===== src/hdl/mandelbrot_escape_time_pixel_defines.svh =====
// ----------------------------------------------------------------------------
// Mandelbrot escape-time pixel: assertion macros
// Concurrent checks clocked on clk and disabled while rst_n is low.
// ----------------------------------------------------------------------------
`ifndef MANDELBROT_ESCAPE_TIME_PIXEL_DEFINES_SVH
`define MANDELBROT_ESCAPE_TIME_PIXEL_DEFINES_SVH

// Check cons in the same cycle as ante.
`define MBET_ASSERT_SAME(label, ante, cons, msg) \
    label: assert property (@(posedge clk) disable iff (!rst_n) (ante) |-> (cons)) \
        else $error(msg);

// Check cons in the cycle after ante.
`define MBET_ASSERT_NEXT(label, ante, cons, msg) \
    label: assert property (@(posedge clk) disable iff (!rst_n) (ante) |=> (cons)) \
        else $error(msg);

`endif


===== src/hdl/mbet_pkg.sv =====
// ----------------------------------------------------------------------------
// Mandelbrot escape-time pixel: shared package
// Fixed-point formats, register codes, sequencer states and the color ramp.
// ----------------------------------------------------------------------------
package mbet_pkg;

    localparam int COORD_BITS = 32;
    localparam int FRAC_BITS  = 28;
    localparam int PIX_W      = 12;
    localparam int ITER_W     = 10;
    localparam int COLOR_W    = 8;
    localparam int STEP_W     = COORD_BITS - 1;

    localparam int SQ_W   = FRAC_BITS + 2;
    localparam int SQR_W  = FRAC_BITS + 4;
    localparam int MUL_W  = (COORD_BITS > SQ_W) ? COORD_BITS : SQ_W;
    localparam int PROD_W = 2 * MUL_W;
    localparam int MAP_W  = PIX_W + STEP_W;
    localparam int CW     = COORD_BITS + PIX_W + 1;
    localparam int XW     = ((CW > FRAC_BITS + 4) ? CW : FRAC_BITS + 4) + 1;

    localparam logic signed [63:0] ONE_FX = 64'sd1 <<< FRAC_BITS;

    localparam logic signed [COORD_BITS-1:0] RESET_MIN_RE =
        COORD_BITS'(-(ONE_FX <<< 1));
    localparam logic signed [COORD_BITS-1:0] RESET_MIN_IM =
        COORD_BITS'(-((ONE_FX * 3) / 2));
    localparam logic [STEP_W-1:0] RESET_STEP =
        STEP_W'((ONE_FX * 3 + 400) / 800);
    localparam logic [ITER_W-1:0] RESET_MAX_ITER = ITER_W'(200);

    localparam logic signed [XW-1:0]  LIM_POS = XW'(ONE_FX <<< 1);
    localparam logic signed [XW-1:0]  LIM_NEG = XW'(-(ONE_FX <<< 1));
    localparam logic signed [SQR_W:0] FOUR_FX = (SQR_W + 1)'(ONE_FX <<< 2);

    localparam logic [ITER_W-1:0]  BAND1_END = ITER_W'(60);
    localparam logic [ITER_W-1:0]  BAND2_END = ITER_W'(120);
    localparam logic [ITER_W-1:0]  BAND3_END = ITER_W'(180);
    localparam logic [COLOR_W-1:0] COLOR_MAX = COLOR_W'(255);

    typedef enum logic [1:0] {
        REG_MIN_RE   = 2'd0,
        REG_MIN_IM   = 2'd1,
        REG_STEP     = 2'd2,
        REG_MAX_ITER = 2'd3
    } cfg_index_t;

    typedef enum logic [2:0] {
        S_IDLE,
        S_MAP_RE,
        S_MAP_IM,
        S_INIT,
        S_SQX,
        S_SQY,
        S_XY,
        S_UPD
    } state_t;

    // d * 255 / 60 = d * 17 / 4, saturated at full scale
    function automatic logic [COLOR_W-1:0] ramp(input logic [ITER_W-1:0] d);
        logic [ITER_W+4:0] t;
        t = ({5'b0, d} << 4) + {5'b0, d};
        if (|t[ITER_W+4:10])
            return COLOR_MAX;
        return t[9:2];
    endfunction

endpackage


===== src/hdl/mandelbrot_escape_time_pixel.sv =====
// ----------------------------------------------------------------------------
// Mandelbrot escape-time pixel engine
// Maps a pixel to c = min + pixel * step, iterates z = z*z + c on one shared
// multiplier and returns the escape count with an RGB color.
// ----------------------------------------------------------------------------
// Usage:
//   Configuration: cfg_write with cfg_index and cfg_data writes one register
//   (min_re, min_im, pixel_step, max_iterations) at the clock edge; the user
//   writes only while busy is low, which the block itself does not enforce.
//   Input: a beat of pixel_x/pixel_y is taken when start is high and busy is
//   low. busy stays high until the result is out.
//   Output: red, green, blue and escape_count are valid for the one cycle in
//   which done is high; the receiver cannot stall, so the beat is taken then.
//   Loop: it stops on the limit or on |x| or |y| reaching 2.0 in S_SQX, and
//   on |z|^2 reaching 4.0 in S_XY; the iteration count then is the escape
//   count. Each iteration steps through S_SQX, S_SQY, S_XY and S_UPD: x*x,
//   y*y and x*y pass one at a time through the single registered
//   multiplier, then z updates.
//   A new beat may be taken in the same cycle in which done is high.
//   Reset: registers return to min_re = -2.0, min_im = -1.5,
//   pixel_step = 3/800, max_iterations = 200; the engine goes idle.
// ----------------------------------------------------------------------------
`include "mandelbrot_escape_time_pixel_defines.svh"

module mandelbrot_escape_time_pixel
    import mbet_pkg::*;
(
    input  logic                  clk,
    input  logic                  rst_n,
    input  logic                  cfg_write,
    input  logic [1:0]            cfg_index,
    input  logic [COORD_BITS-1:0] cfg_data,
    input  logic                  start,
    output logic                  busy,
    input  logic [PIX_W-1:0]      pixel_x,
    input  logic [PIX_W-1:0]      pixel_y,
    output logic                  done,
    output logic [COLOR_W-1:0]    red,
    output logic [COLOR_W-1:0]    green,
    output logic [COLOR_W-1:0]    blue,
    output logic [ITER_W-1:0]     escape_count
);

    logic signed [COORD_BITS-1:0] min_re_reg;
    logic signed [COORD_BITS-1:0] min_im_reg;
    logic [STEP_W-1:0]            step_reg;
    logic [ITER_W-1:0]            max_iter_reg;

    state_t state_reg, state_next;

    logic [PIX_W-1:0]        px_reg, px_next;
    logic [PIX_W-1:0]        py_reg, py_next;
    logic signed [CW-1:0]    cre_reg, cre_next;
    logic signed [CW-1:0]    cim_reg, cim_next;
    logic signed [XW-1:0]    x_reg, x_next;
    logic signed [XW-1:0]    y_reg, y_next;
    logic signed [SQR_W-1:0] xx_reg, xx_next;
    logic signed [SQR_W-1:0] yy_reg, yy_next;
    logic [ITER_W-1:0]       n_reg, n_next;
    logic                    done_reg, done_next;
    logic [COLOR_W-1:0]      red_reg, red_next;
    logic [COLOR_W-1:0]      green_reg, green_next;
    logic [COLOR_W-1:0]      blue_reg, blue_next;
    logic [ITER_W-1:0]       count_reg, count_next;

    logic signed [MUL_W-1:0]  mul_a;
    logic signed [MUL_W-1:0]  mul_b;
    logic signed [PROD_W-1:0] prod;
    logic [MAP_W-1:0]         map_prod;
    logic signed [SQR_W-1:0]  sq_res;
    logic signed [SQR_W:0]    sum_sq;
    logic signed [CW-1:0]     min_re_ext;
    logic signed [CW-1:0]     min_im_ext;
    logic signed [CW-1:0]     map_ext;
    logic                     out_of_range;
    logic [COLOR_W-1:0]       col_r;
    logic [COLOR_W-1:0]       col_g;
    logic [COLOR_W-1:0]       col_b;

    mbet_mult u_mult
    (
        .clk  (clk),
        .a    (mul_a),
        .b    (mul_b),
        .prod (prod)
    );

    always_ff @(posedge clk or negedge rst_n)
    begin
        if (!rst_n)
        begin
            min_re_reg   <= RESET_MIN_RE;
            min_im_reg   <= RESET_MIN_IM;
            step_reg     <= RESET_STEP;
            max_iter_reg <= RESET_MAX_ITER;
        end
        else if (cfg_write)
        begin
            unique case (cfg_index_t'(cfg_index))
                REG_MIN_RE:   min_re_reg   <= signed'(cfg_data);
                REG_MIN_IM:   min_im_reg   <= signed'(cfg_data);
                REG_STEP:     step_reg     <= cfg_data[STEP_W-1:0];
                REG_MAX_ITER: max_iter_reg <= cfg_data[ITER_W-1:0];
            endcase
        end
    end

    always_ff @(posedge clk or negedge rst_n)
    begin
        if (!rst_n)
        begin
            state_reg <= S_IDLE;
            done_reg  <= 1'b0;
            n_reg     <= '0;
        end
        else
        begin
            state_reg <= state_next;
            done_reg  <= done_next;
            n_reg     <= n_next;
        end
    end

    always_ff @(posedge clk)
    begin
        px_reg    <= px_next;
        py_reg    <= py_next;
        cre_reg   <= cre_next;
        cim_reg   <= cim_next;
        x_reg     <= x_next;
        y_reg     <= y_next;
        xx_reg    <= xx_next;
        yy_reg    <= yy_next;
        red_reg   <= red_next;
        green_reg <= green_next;
        blue_reg  <= blue_next;
        count_reg <= count_next;
    end

    assign map_prod   = prod[MAP_W-1:0];
    assign sq_res     = prod[2*FRAC_BITS+3:FRAC_BITS];
    assign sum_sq     = (SQR_W + 1)'(xx_reg) + (SQR_W + 1)'(sq_res);
    assign min_re_ext = CW'(min_re_reg);
    assign min_im_ext = CW'(min_im_reg);
    assign map_ext    = signed'({{(CW - MAP_W){1'b0}}, map_prod});

    assign out_of_range = (x_reg >= LIM_POS) || (x_reg <= LIM_NEG) ||
                          (y_reg >= LIM_POS) || (y_reg <= LIM_NEG);

    always_comb
    begin
        col_r = '0;
        col_g = '0;
        col_b = '0;
        priority if (n_reg == max_iter_reg)
        begin
            col_r = '0;
        end
        else if (n_reg <= BAND1_END)
        begin
            col_r = ramp(n_reg);
            col_g = COLOR_MAX;
        end
        else if (n_reg <= BAND2_END)
        begin
            col_r = COLOR_MAX;
            col_g = COLOR_MAX - ramp(n_reg - BAND1_END);
        end
        else if (n_reg <= BAND3_END)
        begin
            col_g = COLOR_MAX - ramp(n_reg - BAND2_END);
            col_b = COLOR_MAX;
        end
        else
        begin
            col_r = COLOR_MAX;
            col_b = COLOR_MAX - ramp(n_reg - BAND3_END);
        end
    end

    always_comb
    begin
        state_next = state_reg;
        px_next    = px_reg;
        py_next    = py_reg;
        cre_next   = cre_reg;
        cim_next   = cim_reg;
        x_next     = x_reg;
        y_next     = y_reg;
        xx_next    = xx_reg;
        yy_next    = yy_reg;
        n_next     = n_reg;
        done_next  = 1'b0;
        red_next   = red_reg;
        green_next = green_reg;
        blue_next  = blue_reg;
        count_next = count_reg;
        mul_a      = '0;
        mul_b      = '0;

        unique case (state_reg)
            S_IDLE:
            begin
                if (start)
                begin
                    px_next    = pixel_x;
                    py_next    = pixel_y;
                    n_next     = '0;
                    state_next = S_MAP_RE;
                end
            end
            S_MAP_RE:
            begin
                mul_a      = signed'(MUL_W'(px_reg));
                mul_b      = signed'(MUL_W'(step_reg));
                state_next = S_MAP_IM;
            end
            S_MAP_IM:
            begin
                mul_a      = signed'(MUL_W'(py_reg));
                mul_b      = signed'(MUL_W'(step_reg));
                cre_next   = min_re_ext + map_ext;
                state_next = S_INIT;
            end
            S_INIT:
            begin
                cim_next   = min_im_ext + map_ext;
                x_next     = '0;
                y_next     = '0;
                state_next = S_SQX;
            end
            S_SQX:
            begin
                mul_a = MUL_W'(signed'(x_reg[SQ_W-1:0]));
                mul_b = MUL_W'(signed'(x_reg[SQ_W-1:0]));
                if ((n_reg == max_iter_reg) || out_of_range)
                begin
                    red_next   = col_r;
                    green_next = col_g;
                    blue_next  = col_b;
                    count_next = n_reg;
                    done_next  = 1'b1;
                    state_next = S_IDLE;
                end
                else
                begin
                    state_next = S_SQY;
                end
            end
            S_SQY:
            begin
                mul_a      = MUL_W'(signed'(y_reg[SQ_W-1:0]));
                mul_b      = MUL_W'(signed'(y_reg[SQ_W-1:0]));
                xx_next    = sq_res;
                state_next = S_XY;
            end
            S_XY:
            begin
                mul_a   = MUL_W'(signed'(x_reg[SQ_W-1:0]));
                mul_b   = MUL_W'(signed'(y_reg[SQ_W-1:0]));
                yy_next = sq_res;
                if (sum_sq >= FOUR_FX)
                begin
                    red_next   = col_r;
                    green_next = col_g;
                    blue_next  = col_b;
                    count_next = n_reg;
                    done_next  = 1'b1;
                    state_next = S_IDLE;
                end
                else
                begin
                    state_next = S_UPD;
                end
            end
            S_UPD:
            begin
                x_next     = XW'(xx_reg) - XW'(yy_reg) + XW'(cre_reg);
                y_next     = (XW'(sq_res) <<< 1) + XW'(cim_reg);
                n_next     = n_reg + ITER_W'(1);
                state_next = S_SQX;
            end
        endcase
    end

    assign busy         = (state_reg != S_IDLE);
    assign done         = done_reg;
    assign red          = red_reg;
    assign green        = green_reg;
    assign blue         = blue_reg;
    assign escape_count = count_reg;

    `MBET_ASSERT_NEXT(a_start_busy, start && !busy, busy, "accepted beat did not raise busy")
    `MBET_ASSERT_SAME(a_count_bound, busy, n_reg <= max_iter_reg, "iteration count passed limit")
    `MBET_ASSERT_SAME(a_done_count, done, escape_count <= max_iter_reg, "escape count above limit")
    `MBET_ASSERT_SAME(a_inside_black, done && (escape_count == max_iter_reg), (red == '0) && (green == '0) && (blue == '0), "inside point not black")
    `MBET_ASSERT_SAME(a_done_idle, done, !busy, "result shown while busy")

endmodule


===== src/hdl/mbet_mult.sv =====
// ----------------------------------------------------------------------------
// Mandelbrot escape-time pixel: shared multiplier
// Signed full-width product with a registered output, one result per cycle.
// ----------------------------------------------------------------------------
module mbet_mult
    import mbet_pkg::*;
(
    input  logic                     clk,
    input  logic signed [MUL_W-1:0]  a,
    input  logic signed [MUL_W-1:0]  b,
    output logic signed [PROD_W-1:0] prod
);

    logic signed [PROD_W-1:0] prod_reg;

    always_ff @(posedge clk)
    begin
        prod_reg <= PROD_W'(a) * PROD_W'(b);
    end

    assign prod = prod_reg;

endmodule


===== config.mk =====
export PLATFORM = sky130hd
export DESIGN_NAME = mandelbrot_escape_time_pixel
export DESIGN_NICKNAME = d
export VERILOG_FILES = /design/src/hdl/mbet_pkg.sv /design/src/hdl/mandelbrot_escape_time_pixel.sv /design/src/hdl/mbet_mult.sv
export VERILOG_INCLUDE_DIRS = /design/src /design/src/hdl
export SDC_FILE = /design/constraint.sdc
export NUM_CORES = 2
export LEC_CHECK = 0
export ABC_AREA = 1
export BUFFER_PORTS_ARGS = -buffer_cell sky130_fd_sc_hd__buf_2
export CAP_MARGIN = 25
export CORE_MARGIN = 4
export CORE_UTILIZATION = 55
export DETAILED_ROUTE_END_ITERATION = 8
export PLACE_DENSITY = 0.71
export SLEW_MARGIN = 20
export SYNTH_ARGS = -nofsm -noshare
export SYNTH_HDL_FRONTEND = slang
export SYNTH_SLANG_ARGS = --single-unit
export TNS_END_PERCENT = 30

===== constraint.sdc =====
create_clock -name clk -period 10.7 [get_ports clk]
set_clock_uncertainty 0.05 [all_clocks]
set_input_delay 1.605 -clock clk [delete_from_list [all_inputs] [get_ports clk]]
set_output_delay 1.605 -clock clk [all_outputs]
set_load 0.05 [all_outputs]

== Word-level counts from Yosys, hierarchy flattened ==
Index checks and enable logic that the tools add are counted.
Storage, ports and cells
  flip-flop bits (word level): 483
  input port bits: 62
  logic and storage cells: 158
  output and inout port bits: 36
Cells by class
  order comparisons: 8
  equal/unequal tests: 14
  muxes and demuxes: 73
  reduce and logical (&&, ||, !) cells: 25
  $add $sub $neg: 17
  multipliers: 1
Operators with widths (count)
  8-bit 2-to-1 mux: 37
  46-bit case mux with 2 select lines: 2
  32-bit case mux with 4 select lines: 1
  32-bit case mux with 3 select lines: 1
  33-bit by 45-bit adder with 46-bit output: 2
  46-bit by 31-bit greater-or-equal comparator with 1-bit output (second input constant): 2
  46-bit by 30-bit <= comparator with 1-bit output (second input constant): 2
  32-bit by 44-bit adder with 45-bit output: 2
  14-bit by 10-bit adder with 15-bit output: 4
  32-bit by 32-bit multiplier with 60-bit output: 1
  8-bit case mux with 2 select lines: 3
  10-bit case mux with 2 select lines: 2
  32-bit by 32-bit adder with 33-bit output: 1
  33-bit by 32-bit greater-or-equal comparator with 1-bit output (second input constant): 1
  32-bit by 32-bit subtractor with 33-bit output: 1
  10-bit 2-to-1 mux: 3
  8-bit subtractor (first input constant): 3
  3-bit case mux with 7 select lines: 1
  5-bit OR reduction: 4
  1-bit 2-to-1 mux: 19
  3-bit equality test (second input constant): 4
  2-bit AND reduction: 6
  10-bit by 1-bit adder with 10-bit output (second input constant): 1
  10-bit equality test: 1
  other kinds (20): 34

== Longest topological paths before layout ==
  depth in word-level cells: 20
  depth in mapped cells: 40
  mapped depth without buffers: 38

== Cells and area by module ==
From an unflattened synthesis, not the netlist that was laid out.
Second synthesis, totals
  cell total of the unflattened synthesis: 9127
  area total of the unflattened synthesis: 71579.9 um2
By module, submodules not included
  mbet_mult: area each 39954.6 um2, cells each 5070, sequential area each 1281.2 um2, times used 1
  mandelbrot_escape_time_pixel: area each 31625.3 um2, cells each 4057, sequential area each 12132.9 um2, times used 1

== Worst setup path before layout ==
OpenSTA, ideal clock, no wires.
  kind: register -> register
  from: register state_reg[0]
  to: register u_mult.prod_reg[56] (netlist: u_mult.prod[56])
  stages on the path, launching flop included: 32
  path buffers: 2
  clock period less this slack: 8.023 ns
  data required time: 10.537 ns
  arrival: 7.861 ns
  setup time: 0.113 ns
  path slack: 2.677 ns
  cells stage by stage: dfrtp_1 inv_2 nand2_4 inv_2 nand2_2 nand2_2 buf_6 buf_6 a22oi_1 nand2_2 nand2_1 inv_1 fa_1 fa_1 fa_1 inv_1 fa_1 inv_1 fa_1 fa_1 inv_1 fa_1 inv_1 fa_1 ha_1 a21o_1 a31oi_1 o21ai_0 a221oi_1 nand3_1 nand2_1 nand2_1
On the way
  longest elaborated chain between the ends: 4
  elaborated cells on any way between the ends: 11
  classes of those cells: mul (1); eq/ne (5); mux (2); reduce/logical (3)
Ends and longest elaborated chain
  start: declaration: RTL line mandelbrot_escape_time_pixel.sv:49  | state_t state_reg, state_next;
  start signal: assignment: RTL line mandelbrot_escape_time_pixel.sv:118  | state_reg <= state_next;
  3-bit equality test, or another cell as far along: RTL line mandelbrot_escape_time_pixel.sv:201  | unique case (state_reg)
  2-bit OR reduction (no line)
  32-bit case mux with 4 select lines or 32-bit case mux with 3 select lines (tied branches): RTL line mandelbrot_escape_time_pixel.sv:201
  32-bit by 32-bit multiplier with 60-bit output *: RTL line mbet_mult.sv:18  | prod_reg <= PROD_W'(a) * PROD_W'(b);
  end signal: assignment: RTL line mbet_mult.sv:18
  end: declaration: RTL line mbet_mult.sv:14  | logic signed [PROD_W-1:0] prod_reg;
Every way passes the cells marked *; elsewhere a longest branch is shown, timed or not.
A chain may end at the register's enable or synchronous reset.

== Final worst setup path ==
  from: register state_reg[2]
  to: register u_mult.prod_reg[56] (netlist: u_mult.prod[56])
The elaborated chain is that of the path after synthesis.

==> run metrics <==
DR iter-0 viols=6,296; Worst Max-Slew Pin Slew=1.09 ns; Final ANT Viol Nets=0; Final period util=0.928; Starting Density=0.554; Total GRT Usage=0.355; count leader, synth=inv_1; number of global-route vias before repair=55,900; share of cells above drive strength 1=0.0505; fin. max-slew vios=0; postcts setup bufs=0; wire length per cell=22.6 um; Slowest Stage Delay on Critical Path=0.62 ns; IO buf count=between 90 and 100; Layout area overhead=6.33%; Final Net Count=a little under 10,000; wirelength, routed=around 220 mm; post-synthesis mux area share=0; clock-pin slew on the worst setup and hold paths=approximately 0.06 ns; H-tree lvl count=2; Post-Route Setup TNS=0 ns; CP Class=reg -> reg; Synth async-reset ratio=0.246; DRC=0; Synth Warn #=0; Top-Level Pins=98; Die X=roughly 360 um; fmax=just over 0.1 GHz; final instance area=71,700 um^2; Yosys reg bits=483; post_cts resized=0; worst path required time=11.21 ns; Unique masters post-synth=58; final setup margin=0.769 ns; global-route wire length before repair=between 300 and 400 mm; Post-synth EDFFs=304; max_slew headroom=0.274; clk sinks=approximately 480; syn nets=9,767; First-pass DRT Iterations=9; synth top area cells=fa_1 31%, edfxtp_1 14%, inv_1 11%; Die ar.=128,000 um^2; via-per-instance ratio=about 5.7; ys flop type=edfxtp_1; XOR/XNOR share of the synthesized area=0.0243; simple-gate portion of the synthesized area=0.169; final setup violation count=0; Root Driver=clkbuf_16; Core Box Area=around 120,000 um^2; RSZ-0062 raised after global routing=false; max reg flops=60; worst min path class=reg -> reg; DP HPWL=approximately 190 mm; cell area after synthesis=67,400 um^2; main combinational cell family by area after synthesis=adder cells; Critical Path AT=~10 ns; sequential share of the synthesized area=0.198; Die Y=around 360 um; Cell Area, Placed=69,800 um^2; CP max FO=25; CTS tree=built; dominant cell type by area after synthesis=fa_1; row count=128; Synth Instances=8,230; hold buffer count at CTS=0; adder-cell share of the synthesized area=0.391; Critical Path Slowest Stage Cell=fa_1; GPL Wtd Cong=1.03; Max Cap Violations=0; Worst-Skew Late Latency=about 0.7 ns; most frequent CP cell=fa_1; final hold vios=0; Vias=56,700; CTS Buf Count=52; status=complete, no violations; dpl ws=0.818 ns; commonest cells in the netlist=1,890 x inv_1, 1,679 x nand2_1, 1,055 x fa_1; Synth top area share=0.313; Synth Area in Compound Gates=0.0959; Final Critical Period=9.93 ns; clk buf depth=3; initial antenna violation count=16; largest net degree at the start of global routing=between 70 and 80; CP Capture Type=register; Worst Setup Start Kind=register; Mean Syn Cell Area=8.19 um^2; grt total ovfl=0
per-stage QoR:
step	util	std cells	hold WS (ns)
floorplan	-	8230	0.395
global placement	0.574	9840	0.418
detailed placement	0.574	9843	0.426
CTS	0.589	9941	0.440
global route	0.589	9941	0.448
finish	0.589	9943	0.439
cells by family after synthesis:
family | Yosys count
AOI/OAI and AO/OA | 1104
adders and majority gates | 1475
xor gates and xnor gates | 187
and+or+nand+nor | 2845
DFF | 483
buffers and inverters | 2136
area by class of cell:
cell class / instances / area, um^2
clock inverters: 33 / 425
clock buffers: 65 / 1400
inverters: 1928 / 7240
fillers: 11000 / 50000
diodes: 2 / 5.00
flip-flops and latches: 483 / 13300
well taps: 1625 / 2030
multi-input cells: 5611 / 46000
repair buffers: 196 / 1240
critical path: cells and delay by family, from the launching register on:
kind	cells	cell delay, ns
adders and majority gates	9	4.67
buffers and inverters	10	1.89
and+or+nand+nor	7	1.36
AOI/OAI and AO/OA	5	1.36
DFF	1	0.50
cells in the final DEF (no fill, tap or decap), types with 16 or more instances in the layout:
cell type / instances
nand2_1: 1679
dfrtp_1: 98
clkbuf_16: 52
nor4_1: 31
o21a_1: 42
a21oi_1: 403
fa_1: 1055
buf_2: 97
inv_2: 36
a21o_1: 45
nand4_1: 59
a31oi_1: 63
and3_1: 16
xnor2_1: 66
dfstp_2: 21
buf_4: 97
a21boi_0: 21
o21bai_1: 47
nand3_1: 196
inv_1: 1886
ha_1: 420
nor2_1: 762
edfxtp_1: 304
o21ai_0: 389
nor3_1: 51
dfxtp_1: 60
xor2_1: 121
worst paths after layout:
path                            slack (ns)          start  cells past startpoint               to
min in group asynchronous             0.86          rst_n                      1   min_re_reg[28]
worst min-delay path                  0.44  min_re_reg[0]                      2    min_re_reg[0]
worst min register to register        0.44  min_re_reg[0]                      2    min_re_reg[0]
worst max-delay path                  0.77   state_reg[2]                     31  u_mult.prod[56]
max in group asynchronous             8.43          rst_n                      2         n_reg[9]
worst max register to register        0.77   state_reg[2]                     31  u_mult.prod[56]
routing by layer:
layer / vias up / wire length [um] / GRT usage
li1: 25300 / - / -
met1: 27900 / 93000 / 0.509
met2: 2956 / 94800 / 0.526
met3: 477 / 26600 / 0.0875
met4: 6 / 10500 / 0.130
met5: - / 40 / 0
Power is not shown: default switching activity piles up to over one toggle a cycle in this logic, so the estimate is an artifact.
